--- src/hdl/glw_pkg.sv ---
// Package: shared widths, word types and controller/datapath interface for the grid line walk.
`default_nettype none

package glw_pkg;

  // Coordinate format and slope precision
  localparam int unsigned COORD_INT_BITS  = 5;
  localparam int unsigned COORD_FRAC_BITS = 8;
  localparam int unsigned SLOPE_FRAC_BITS = 16;
  localparam int unsigned COORD_BITS      = COORD_INT_BITS + COORD_FRAC_BITS;

  // Tile index width of the result word
  localparam int unsigned TILE_BITS = 5;

  // Derived datapath widths
  localparam int unsigned DIV_BITS     = COORD_BITS + SLOPE_FRAC_BITS;
  localparam int unsigned SLOPE_BITS   = DIV_BITS + 1;
  localparam int unsigned DIFF_BITS    = COORD_BITS + 2;
  localparam int unsigned PROD_BITS    = SLOPE_BITS + DIFF_BITS;
  localparam int unsigned SUM_BITS     = PROD_BITS + 1;
  localparam int unsigned ROW_SHIFT    = COORD_FRAC_BITS + SLOPE_FRAC_BITS;
  localparam int unsigned ROW_Y_BITS   = SUM_BITS - ROW_SHIFT;
  localparam int unsigned DIV_CNT_BITS = $clog2(DIV_BITS);

  // Input word: one line request
  typedef struct packed {
    logic [COORD_BITS-1:0] start_x;
    logic [COORD_BITS-1:0] start_y;
    logic [COORD_BITS-1:0] end_x;
    logic [COORD_BITS-1:0] end_y;
  } line_req_t;

  // Output word: one crossed tile
  typedef struct packed {
    logic [TILE_BITS-1:0] tile_col;
    logic [TILE_BITS-1:0] tile_row;
    logic                 last_tile;
  } tile_word_t;

  // Which tile the datapath emits
  typedef enum logic [1:0] {
    TILE_START,
    TILE_ROW,
    TILE_COL
  } tile_kind_e;

  // Controller to datapath commands
  typedef struct packed {
    logic       load;
    logic       div_step;
    logic       mul;
    logic       row;
    logic       emit;
    tile_kind_e kind;
  } dp_cmd_t;

  // Datapath to controller status
  typedef struct packed {
    logic out_free;
    logic cols_zero;
    logic cols_one;
    logic at_target;
    logic start_last;
    logic row_last;
    logic col_last;
  } dp_sts_t;

endpackage

`default_nettype wire

--- src/hdl/glw_ctrl.sv ---
// Controller: sequences load, slope division, border row evaluation and tile emission.
`default_nettype none

module glw_ctrl (
  input  wire logic             clk_i,
  input  wire logic             rst_ni,
  input  wire logic             in_valid_i,
  output logic                  in_stall_o,
  input  wire glw_pkg::dp_sts_t sts_i,
  output glw_pkg::dp_cmd_t      cmd_o
);

  typedef enum logic [2:0] {
    ST_IDLE,
    ST_START,
    ST_DIV,
    ST_MUL,
    ST_ROW,
    ST_WALK
  } state_e;

  state_e                              state_q;
  logic [glw_pkg::DIV_CNT_BITS-1:0]    cnt_q;

  assign in_stall_o = (state_q != ST_IDLE);

  // Command decode
  always_comb begin
    cmd_o          = '0;
    cmd_o.kind     = glw_pkg::TILE_START;
    case (state_q)
      ST_IDLE:  cmd_o.load     = in_valid_i;
      ST_START: cmd_o.emit     = sts_i.out_free;
      ST_DIV:   cmd_o.div_step = 1'b1;
      ST_MUL:   cmd_o.mul      = 1'b1;
      ST_ROW:   cmd_o.row      = 1'b1;
      ST_WALK: begin
        cmd_o.kind = sts_i.at_target ? glw_pkg::TILE_COL : glw_pkg::TILE_ROW;
        cmd_o.emit = sts_i.out_free;
      end
      default:  cmd_o.load     = 1'b0;
    endcase
  end

  // State register
  always_ff @(posedge clk_i or negedge rst_ni) begin
    if (!rst_ni) begin
      state_q <= ST_IDLE;
      cnt_q   <= '0;
    end else begin
      case (state_q)
        ST_IDLE: begin
          if (in_valid_i) begin
            state_q <= ST_START;
          end
        end
        ST_START: begin
          cnt_q <= '0;
          if (sts_i.out_free) begin
            if (sts_i.start_last) begin
              state_q <= ST_IDLE;
            end else if (sts_i.cols_zero) begin
              state_q <= ST_WALK;
            end else begin
              state_q <= ST_DIV;
            end
          end
        end
        ST_DIV: begin
          cnt_q <= cnt_q + 1'b1;
          if (cnt_q == glw_pkg::DIV_CNT_BITS'(glw_pkg::DIV_BITS - 1)) begin
            state_q <= ST_MUL;
          end
        end
        ST_MUL: state_q <= ST_ROW;
        ST_ROW: state_q <= ST_WALK;
        ST_WALK: begin
          if (sts_i.out_free) begin
            if (sts_i.at_target) begin
              // column step
              if (sts_i.col_last) begin
                state_q <= ST_IDLE;
              end else if (!sts_i.cols_one) begin
                state_q <= ST_MUL;
              end
            end else if (sts_i.row_last) begin
              state_q <= ST_IDLE;
            end
          end
        end
        default: state_q <= ST_IDLE;
      endcase
    end
  end

endmodule

`default_nettype wire

--- src/hdl/glw_datapath.sv ---
// Datapath: request registers, restoring slope divider, border row unit and output register.
`default_nettype none

module glw_datapath (
  input  wire logic              clk_i,
  input  wire logic              rst_ni,
  input  wire glw_pkg::line_req_t in_word_i,
  input  wire glw_pkg::dp_cmd_t  cmd_i,
  output glw_pkg::dp_sts_t       sts_o,
  output logic                   out_valid_o,
  input  wire logic              out_stall_i,
  output glw_pkg::tile_word_t    out_word_o
);

  localparam int unsigned CB = glw_pkg::COORD_BITS;
  localparam int unsigned TB = glw_pkg::TILE_BITS;
  localparam int unsigned FB = glw_pkg::COORD_FRAC_BITS;

  // Request and walk registers
  logic [CB-1:0]                       tx_q, ty_q;
  logic [TB-1:0]                       y2_q, lo_q, hi_q;
  logic [TB-1:0]                       col_q, last_q, target_q, cols_q;
  logic                                right_q, neg_q;
  logic [CB-1:0]                       den_q, rem_q;
  logic [glw_pkg::DIV_BITS-1:0]        num_q;
  logic signed [glw_pkg::PROD_BITS-1:0] prod_q;
  glw_pkg::tile_word_t                 out_q;
  logic                                out_valid_q;

  // Load decode
  logic [TB-1:0] x1, y1, x2, y2;
  logic          dy_neg, dx_neg;
  logic [CB-1:0] dy_mag, dx_mag;

  assign x1     = in_word_i.start_x[CB-1:FB];
  assign y1     = in_word_i.start_y[CB-1:FB];
  assign x2     = in_word_i.end_x[CB-1:FB];
  assign y2     = in_word_i.end_y[CB-1:FB];
  assign dy_neg = in_word_i.end_y < in_word_i.start_y;
  assign dx_neg = in_word_i.end_x < in_word_i.start_x;
  assign dy_mag = dy_neg ? (in_word_i.start_y - in_word_i.end_y)
                         : (in_word_i.end_y - in_word_i.start_y);
  assign dx_mag = dx_neg ? (in_word_i.start_x - in_word_i.end_x)
                         : (in_word_i.end_x - in_word_i.start_x);

  // Divider step: one quotient bit a cycle
  logic [CB:0]   div_t;
  logic          div_ge;
  assign div_t  = {rem_q, num_q[glw_pkg::DIV_BITS-1]};
  assign div_ge = div_t >= {1'b0, den_q};

  // Signed slope from quotient
  logic signed [glw_pkg::SLOPE_BITS-1:0] k_s;
  assign k_s = neg_q ? -$signed({1'b0, num_q}) : $signed({1'b0, num_q});

  // Border column offset from end point
  logic [TB:0]                          bx;
  logic signed [glw_pkg::DIFF_BITS-1:0] diff_s;
  assign bx     = right_q ? ({1'b0, col_q} + (TB+1)'(1)) : {1'b0, col_q};
  assign diff_s = $signed(glw_pkg::DIFF_BITS'(bx) << FB)
                - $signed(glw_pkg::DIFF_BITS'(tx_q));

  // Border row: floor and clamp
  logic signed [glw_pkg::SUM_BITS-1:0]   ny_s;
  logic signed [glw_pkg::ROW_Y_BITS-1:0] yf_s, lo_s, hi_s;
  logic [TB-1:0]                         row_clamp;
  assign ny_s = $signed(glw_pkg::SUM_BITS'(ty_q) << glw_pkg::SLOPE_FRAC_BITS)
              + glw_pkg::SUM_BITS'(prod_q);
  assign yf_s = $signed(ny_s[glw_pkg::SUM_BITS-1:glw_pkg::ROW_SHIFT]);
  assign lo_s = $signed(glw_pkg::ROW_Y_BITS'(lo_q));
  assign hi_s = $signed(glw_pkg::ROW_Y_BITS'(hi_q));
  always_comb begin
    if (yf_s < lo_s) begin
      row_clamp = lo_q;
    end else if (yf_s > hi_s) begin
      row_clamp = hi_q;
    end else begin
      row_clamp = yf_s[TB-1:0];
    end
  end

  // Next tile candidates
  logic [TB-1:0] next_row, next_col;
  assign next_row = (target_q > last_q) ? (last_q + 1'b1) : (last_q - 1'b1);
  assign next_col = right_q ? (col_q + 1'b1) : (col_q - 1'b1);

  // Status
  always_comb begin
    sts_o            = '0;
    sts_o.out_free   = !out_valid_q || !out_stall_i;
    sts_o.cols_zero  = (cols_q == '0);
    sts_o.cols_one   = (cols_q == TB'(1));
    sts_o.at_target  = (last_q == target_q);
    sts_o.start_last = sts_o.cols_zero && (last_q == y2_q);
    sts_o.row_last   = sts_o.cols_zero && (next_row == target_q);
    sts_o.col_last   = sts_o.cols_one && (target_q == y2_q);
  end

  // Tile word to emit
  glw_pkg::tile_word_t tile_d;
  always_comb begin
    case (cmd_i.kind)
      glw_pkg::TILE_START: tile_d = '{tile_col: col_q, tile_row: last_q,
                                      last_tile: sts_o.start_last};
      glw_pkg::TILE_ROW:   tile_d = '{tile_col: col_q, tile_row: next_row,
                                      last_tile: sts_o.row_last};
      glw_pkg::TILE_COL:   tile_d = '{tile_col: next_col, tile_row: target_q,
                                      last_tile: sts_o.col_last};
      default:             tile_d = '{tile_col: col_q, tile_row: last_q,
                                      last_tile: 1'b0};
    endcase
  end

  // Working registers
  always_ff @(posedge clk_i) begin
    if (cmd_i.load) begin
      tx_q     <= in_word_i.end_x;
      ty_q     <= in_word_i.end_y;
      y2_q     <= y2;
      lo_q     <= (y1 < y2) ? y1 : y2;
      hi_q     <= (y1 < y2) ? y2 : y1;
      col_q    <= x1;
      last_q   <= y1;
      target_q <= y2;
      cols_q   <= (x2 >= x1) ? (x2 - x1) : (x1 - x2);
      right_q  <= in_word_i.end_x > in_word_i.start_x;
      neg_q    <= dy_neg ^ dx_neg;
      den_q    <= dx_mag;
      rem_q    <= '0;
      num_q    <= glw_pkg::DIV_BITS'(dy_mag) << glw_pkg::SLOPE_FRAC_BITS;
    end
    if (cmd_i.div_step) begin
      rem_q <= div_ge ? CB'(div_t - {1'b0, den_q}) : div_t[CB-1:0];
      num_q <= {num_q[glw_pkg::DIV_BITS-2:0], div_ge};
    end
    if (cmd_i.mul) begin
      prod_q <= k_s * diff_s;
    end
    if (cmd_i.row) begin
      target_q <= row_clamp;
    end
    if (cmd_i.emit) begin
      out_q <= tile_d;
      if (cmd_i.kind == glw_pkg::TILE_ROW) begin
        last_q <= next_row;
      end else if (cmd_i.kind == glw_pkg::TILE_COL) begin
        col_q  <= next_col;
        cols_q <= cols_q - 1'b1;
        // entering the end column: walk toward the end row
        if (sts_o.cols_one) begin
          target_q <= y2_q;
        end
      end
    end
  end

  // Output word valid
  always_ff @(posedge clk_i or negedge rst_ni) begin
    if (!rst_ni) begin
      out_valid_q <= 1'b0;
    end else if (cmd_i.emit) begin
      out_valid_q <= 1'b1;
    end else if (!out_stall_i) begin
      out_valid_q <= 1'b0;
    end
  end

  assign out_valid_o = out_valid_q;
  assign out_word_o  = out_q;

endmodule

`default_nettype wire

--- src/hdl/grid_line_tile_walk_unit.sv ---
// Top level: four-connected grid line tile walk, controller plus datapath.
//
//   channel | direction | word type   | handshake
//   in      | input     | line_req_t  | in_valid_i / in_stall_o
//   out     | output    | tile_word_t | out_valid_o / out_stall_i
//
// A request emits its start tile, runs the bit-serial slope divider (skipped when
// start and end share a column), then for each further column computes the border
// row (multiply, then row and clamp) and emits the tiles up to it; the next word is
// accepted only once the last tile of the request has been emitted.
// Reset is asynchronous and clears the controller and output valid; an output
// stall holds the word and pauses the walk, and the input stalls during a walk.
`default_nettype none

module grid_line_tile_walk_unit (
  input  wire logic               clk_i,
  input  wire logic               rst_ni,
  input  wire logic               in_valid_i,
  output logic                    in_stall_o,
  input  wire glw_pkg::line_req_t in_word_i,
  output logic                    out_valid_o,
  input  wire logic               out_stall_i,
  output glw_pkg::tile_word_t     out_word_o
);

  glw_pkg::dp_cmd_t cmd;
  glw_pkg::dp_sts_t sts;

  glw_ctrl u_ctrl (
    .clk_i      (clk_i),
    .rst_ni     (rst_ni),
    .in_valid_i (in_valid_i),
    .in_stall_o (in_stall_o),
    .sts_i      (sts),
    .cmd_o      (cmd)
  );

  glw_datapath u_datapath (
    .clk_i       (clk_i),
    .rst_ni      (rst_ni),
    .in_word_i   (in_word_i),
    .cmd_i       (cmd),
    .sts_o       (sts),
    .out_valid_o (out_valid_o),
    .out_stall_i (out_stall_i),
    .out_word_o  (out_word_o)
  );

endmodule

`default_nettype wire

--- config.mk ---
export PLATFORM = sky130hd
export DESIGN_NAME = grid_line_tile_walk_unit
export DESIGN_NICKNAME = d
export VERILOG_FILES = /design/src/hdl/glw_pkg.sv /design/src/hdl/glw_ctrl.sv /design/src/hdl/glw_datapath.sv /design/src/hdl/grid_line_tile_walk_unit.sv
export SDC_FILE = /design/constraint.sdc
export NUM_CORES = 2
export LEC_CHECK = 0
export BUFFER_PORTS_ARGS = -buffer_cell sky130_fd_sc_hd__buf_2
export CAP_MARGIN = 20
export CORE_UTILIZATION = 60
export CTS_CLUSTER_DIAMETER = 200
export DETAILED_ROUTE_END_ITERATION = 10
export PLACE_DENSITY = 0.8
export SLEW_MARGIN = 40
export SYNTH_ARGS = -nofsm -noshare
export SYNTH_HDL_FRONTEND = slang
export SYNTH_HIERARCHICAL = 1
export SYNTH_SLANG_ARGS = --single-unit
--- constraint.sdc ---
create_clock -name clk_i -period 8.6 [get_ports clk_i]
set_input_delay 1.29 -clock clk_i [delete_from_list [all_inputs] [get_ports clk_i]]
set_output_delay 1.29 -clock clk_i [all_outputs]
set_load 0.02 [all_outputs]
==> impl_metrics.csv <==
group,metric,value,unit
run_status,status,"finished, final reports clean",
logic_synthesis,ys_ff_latch,162,
worst_setup_path,r2r_slack,110,ps
detailed_routing,wl_met1,27100,microns
timing,setup_viol,0,
timing,tightest_slew,862,ps
worst_setup_path,path_class,"flip-flop to flip-flop",
logic_synthesis,ys_seq_area_share,17.3,%
worst_setup_path,critPathArrivalTime,8690,ps
worst_setup_path,cp_common_cell,"fa_1",
layout,num-fill-cells,3284,
detailed_routing,drc,0,
detailed_routing,wl,69100,microns
worst_setup_path,cp-end-kind,"flip-flop",
global_routing,antenna_found_initial,0,
timing,fin_crit,8490,ps
detailed_routing,drtAntennaViolNets,0,
layout,multi_input_area,19900,sq um
logic_synthesis,syn-cell-area,26600,sq um
detailed_routing,top_layer,"met4",
timing,rsz0062_at_grt,"yes",
clocking,insertion_delay,450,ps
timing,finalCritPeriodShare,98.7,%
timing,clock_skew,15.6,ps
floorplan,start_util,61.3,%
logic_synthesis,synth_cell_types,85,
hold_path,hold_class,"flip-flop to flip-flop",
timing,drv_slew,0,
logic_synthesis,ys.flop_type,"edfxtp_1",
clocking,clockRootBuffer,"clkbuf_16",
clocking,clock_path_buffers,2,
detailed_routing,wl_per_cell,19.1,microns
floorplan,die_w,213,microns
worst_setup_path,critPathMaxStageDelay,540,ps
clocking,htreeDepth,4,
hold_path,hp-start,"u_ctrl/cnt_q[4]",
layout,nets,3714,
global_routing,grt_pass1_vias,22000,
global_routing,grt_start_max_net_pins,48,
detailed_routing,dr_wl_met3,4960,microns
place,place_inst,3563,
floorplan,core.rowCount,76,
layout,layout.cells.non_filler,3612,
layout,ff_latch_area,4620,sq um
layout,drive_gt1_share,11.7,%
detailed_routing,viasPerCell,5.80,
timing,fmaxAchievable,0.118,GHz
clocking,clk_pin_slew,70,ps
logic_synthesis,synth_fp_nets,3608,
timing,hold_violations,0,
layout,diodes,0,
place,post-dp-hpwl,55000,microns
global_routing,grt_pass1_wl,112000,microns
worst_setup_path,worstPathRequired,8800,ps
logic_synthesis,yosysWarnings,6,
place,io_buffers,68,
detailed_routing,drtIter0Drc,1635,
place,routabilityCongestion,0.959,
timing,max_slew_margin,42.5,%
layout,area_growth,10.6,%
detailed_routing,vias,20900,
clocking,numCtsBuffers,17,
floorplan,ioPinCount,69,
worst_setup_path,start_kind,"flip-flop",
timing,setup_ws,111,ps
logic_synthesis,syn-instance-count,2908,
worst_setup_path,cp_slowest_cell,"fa_1",
place,pre_cts_ws,-170,ps
run,drv_cap,0,
floorplan,die-area,45200,sq um
global_routing,overflow,0,
detailed_routing,firstDrtPassIters,5,
floorplan,die_h,213,microns
worst_setup_path,r2r-start,"u_datapath/num_q[1]",
global_routing,grtUsageTotal,32.0,%
clocking,cts_sinks,162,
logic_synthesis,async_flop_share,5.56,%
logic_synthesis,synth_edf_count,133,
detailed_routing,dr_wl_met2,33800,microns
clocking,cts_tree,"built",
worst_setup_path,worst-path-max-fanout,6,
logic_synthesis,avgSynthCellArea,9.16,sq um
clocking,hold_buffers,0,
worst_setup_path,crit_start,"u_datapath/num_q[1]",
floorplan,core_area,43500,sq um
[kinds of logic (layout without fill, tap and decap cells)]
logic type      Yosys count  after routing  share of synthesized area, %
compound gates          372            372                          9.09
mux                      46             46                          1.81
simple gates            828            828                          14.5
flops                   162            162                          17.3
xor+xnor                147            147                          4.84
fa+ha+maj               644            644                          42.2
buf+inv                 709            828                          10.1
[state kept, by name, summed over array words and instances (netlist names)]
signal                  flops
u_ctrl/cnt_q                5
u_ctrl/state_q              3
u_datapath/col_q            5
u_datapath/cols_q           5
u_datapath/den_q           13
u_datapath/hi_q             5
u_datapath/last_q           5
u_datapath/lo_q             5
u_datapath/neg_q            1
u_datapath/num_q           29
u_datapath/out_valid_o      1
u_datapath/out_word_o      11
u_datapath/prod_q          29
u_datapath/rem_q           13
u_datapath/right_q          1
u_datapath/target_q         5
u_datapath/tx_q            13
u_datapath/ty_q            13
[metrics by stage]
stage	hold WS, ps	instance area, sq um	utilization [%]	TNS (ps)
final	501	29500	67.8	0
after global routing	526	29500	67.8	-534
after CTS	490	29000	66.8	0
after detailed placement	478	28300	65.2	-588
after global placement	466	28300	65.1	0
after floorplan	446	26600	-	0
[path summary, 6_finish.rpt]
| check | end | cells after the start |
|---|---|---|
| max | u_datapath/prod_q[43] | 30 |
| min | u_ctrl/cnt_q[4] | 1 |
| max reg2reg | u_datapath/prod_q[43] | 30 |
| min reg2reg | u_ctrl/cnt_q[4] | 1 |
| max in group asynchronous | u_ctrl/cnt_q[1] | 1 |
| min in group asynchronous | u_datapath/out_valid_o | 1 |
[synthesized netlist by cell type (all sizes together), types with 4 or more instances]
| cell type | count | area (sq um) |
|---|---|---|
| nand3 | 24 | 120 |
| a221oi | 8 | 70.1 |
| or3 | 14 | 108 |
| a221o | 8 | 80.1 |
| a21boi | 9 | 67.6 |
| a21o | 32 | 240 |
| xnor2 | 104 | 911 |
| clkbuf | 101 | 379 |
| nand2 | 420 | 1580 |
| dfxtp | 20 | 400 |
| o211ai | 13 | 97.6 |
| buf | 14 | 86.3 |
| ha | 219 | 2740 |
| mux2 | 17 | 191 |
| dfrtp | 9 | 225 |
| a31o | 6 | 52.6 |
| o22ai | 5 | 31.3 |
| o21ai | 100 | 500 |
| or4 | 7 | 56.3 |
| nor4 | 6 | 37.5 |
| nor4b | 4 | 50.1 |
| nor3 | 28 | 145 |
| nor2b | 22 | 138 |
| nor2 | 123 | 469 |
| fa | 425 | 8510 |
| or2 | 6 | 37.5 |
| a21oi | 94 | 470 |
| edfxtp | 133 | 3990 |
| a31oi | 15 | 93.8 |
| and2 | 112 | 706 |
| mux2i | 29 | 290 |
| and3 | 16 | 100 |
| a32oi | 4 | 35.0 |
| nand2b | 17 | 106 |
| o2111ai | 4 | 35.0 |
| a211o | 4 | 35.0 |
| nand4 | 16 | 100 |
| o21a | 16 | 120 |
| o41ai | 5 | 62.6 |
| a211oi | 10 | 87.6 |
| inv | 593 | 2230 |
| nand3b | 4 | 30.0 |
| o31ai | 11 | 82.6 |
| xor2 | 43 | 377 |
[final cells by class]
| cell class | count | area share, % |
|---|---|---|
| multi-input cells | 2037 | 67.4 |
| well taps | 585 | 2.48 |
| flip-flops and latches | 162 | 15.7 |
| inverters | 594 | 7.57 |
| clock inverters | 8 | 0.170 |
| repair buffers | 202 | 4.92 |
| clock buffers | 24 | 1.75 |
[cells in the final DEF (no fill, tap or decap), drive strengths merged, types with 10 or more instances in the layout]
cell    instances
dfxtp          20
nor2b          22
or3            14
o211ai         13
nand2         420
ha            219
o21ai         100
o31ai          11
a211oi         10
a21o           32
nand2b         17
nand3          24
and3           16
xor2           43
nor2          123
a21oi          94
nor3           28
o21a           16
fa            425
mux2           17
edfxtp        133
inv           595
buf           202
xnor2         104
nand4          16
a31oi          15
clkbuf         24
mux2i          29
and2          112
[critical path: cells and delay by family, from the launching register on]
kind / cells / cell delay [ps]
AO/OA/AOI/OAI: 5 / 1290
XOR/XNOR: 2 / 340
adder cells (fa/ha/maj): 8 / 3480
buffers and inverters: 7 / 710
flip-flops: 1 / 410
AND/OR/NAND/NOR: 8 / 2000
[metal layers]
| layer | vias to the layer above | track usage, % |
|---|---|---|
| li1 | 9349 | - |
| met1 | 10500 | 41.1 |
| met2 | 914 | 53.7 |
| met3 | 217 | 4.66 |
| met4 | 0 | 14.6 |
| met5 | - | 0 |
[what timing repair did]
item,4_1_cts,5_1_grt
cloned,0,0
resized for setup,14,63
setup buffers,7,10
setup endpoints to repair,6,18
pin swaps,10,38
Power is left out: the tool's default activity adds up to more than one toggle a clock period on the data nets, which glitch-free logic cannot reach.
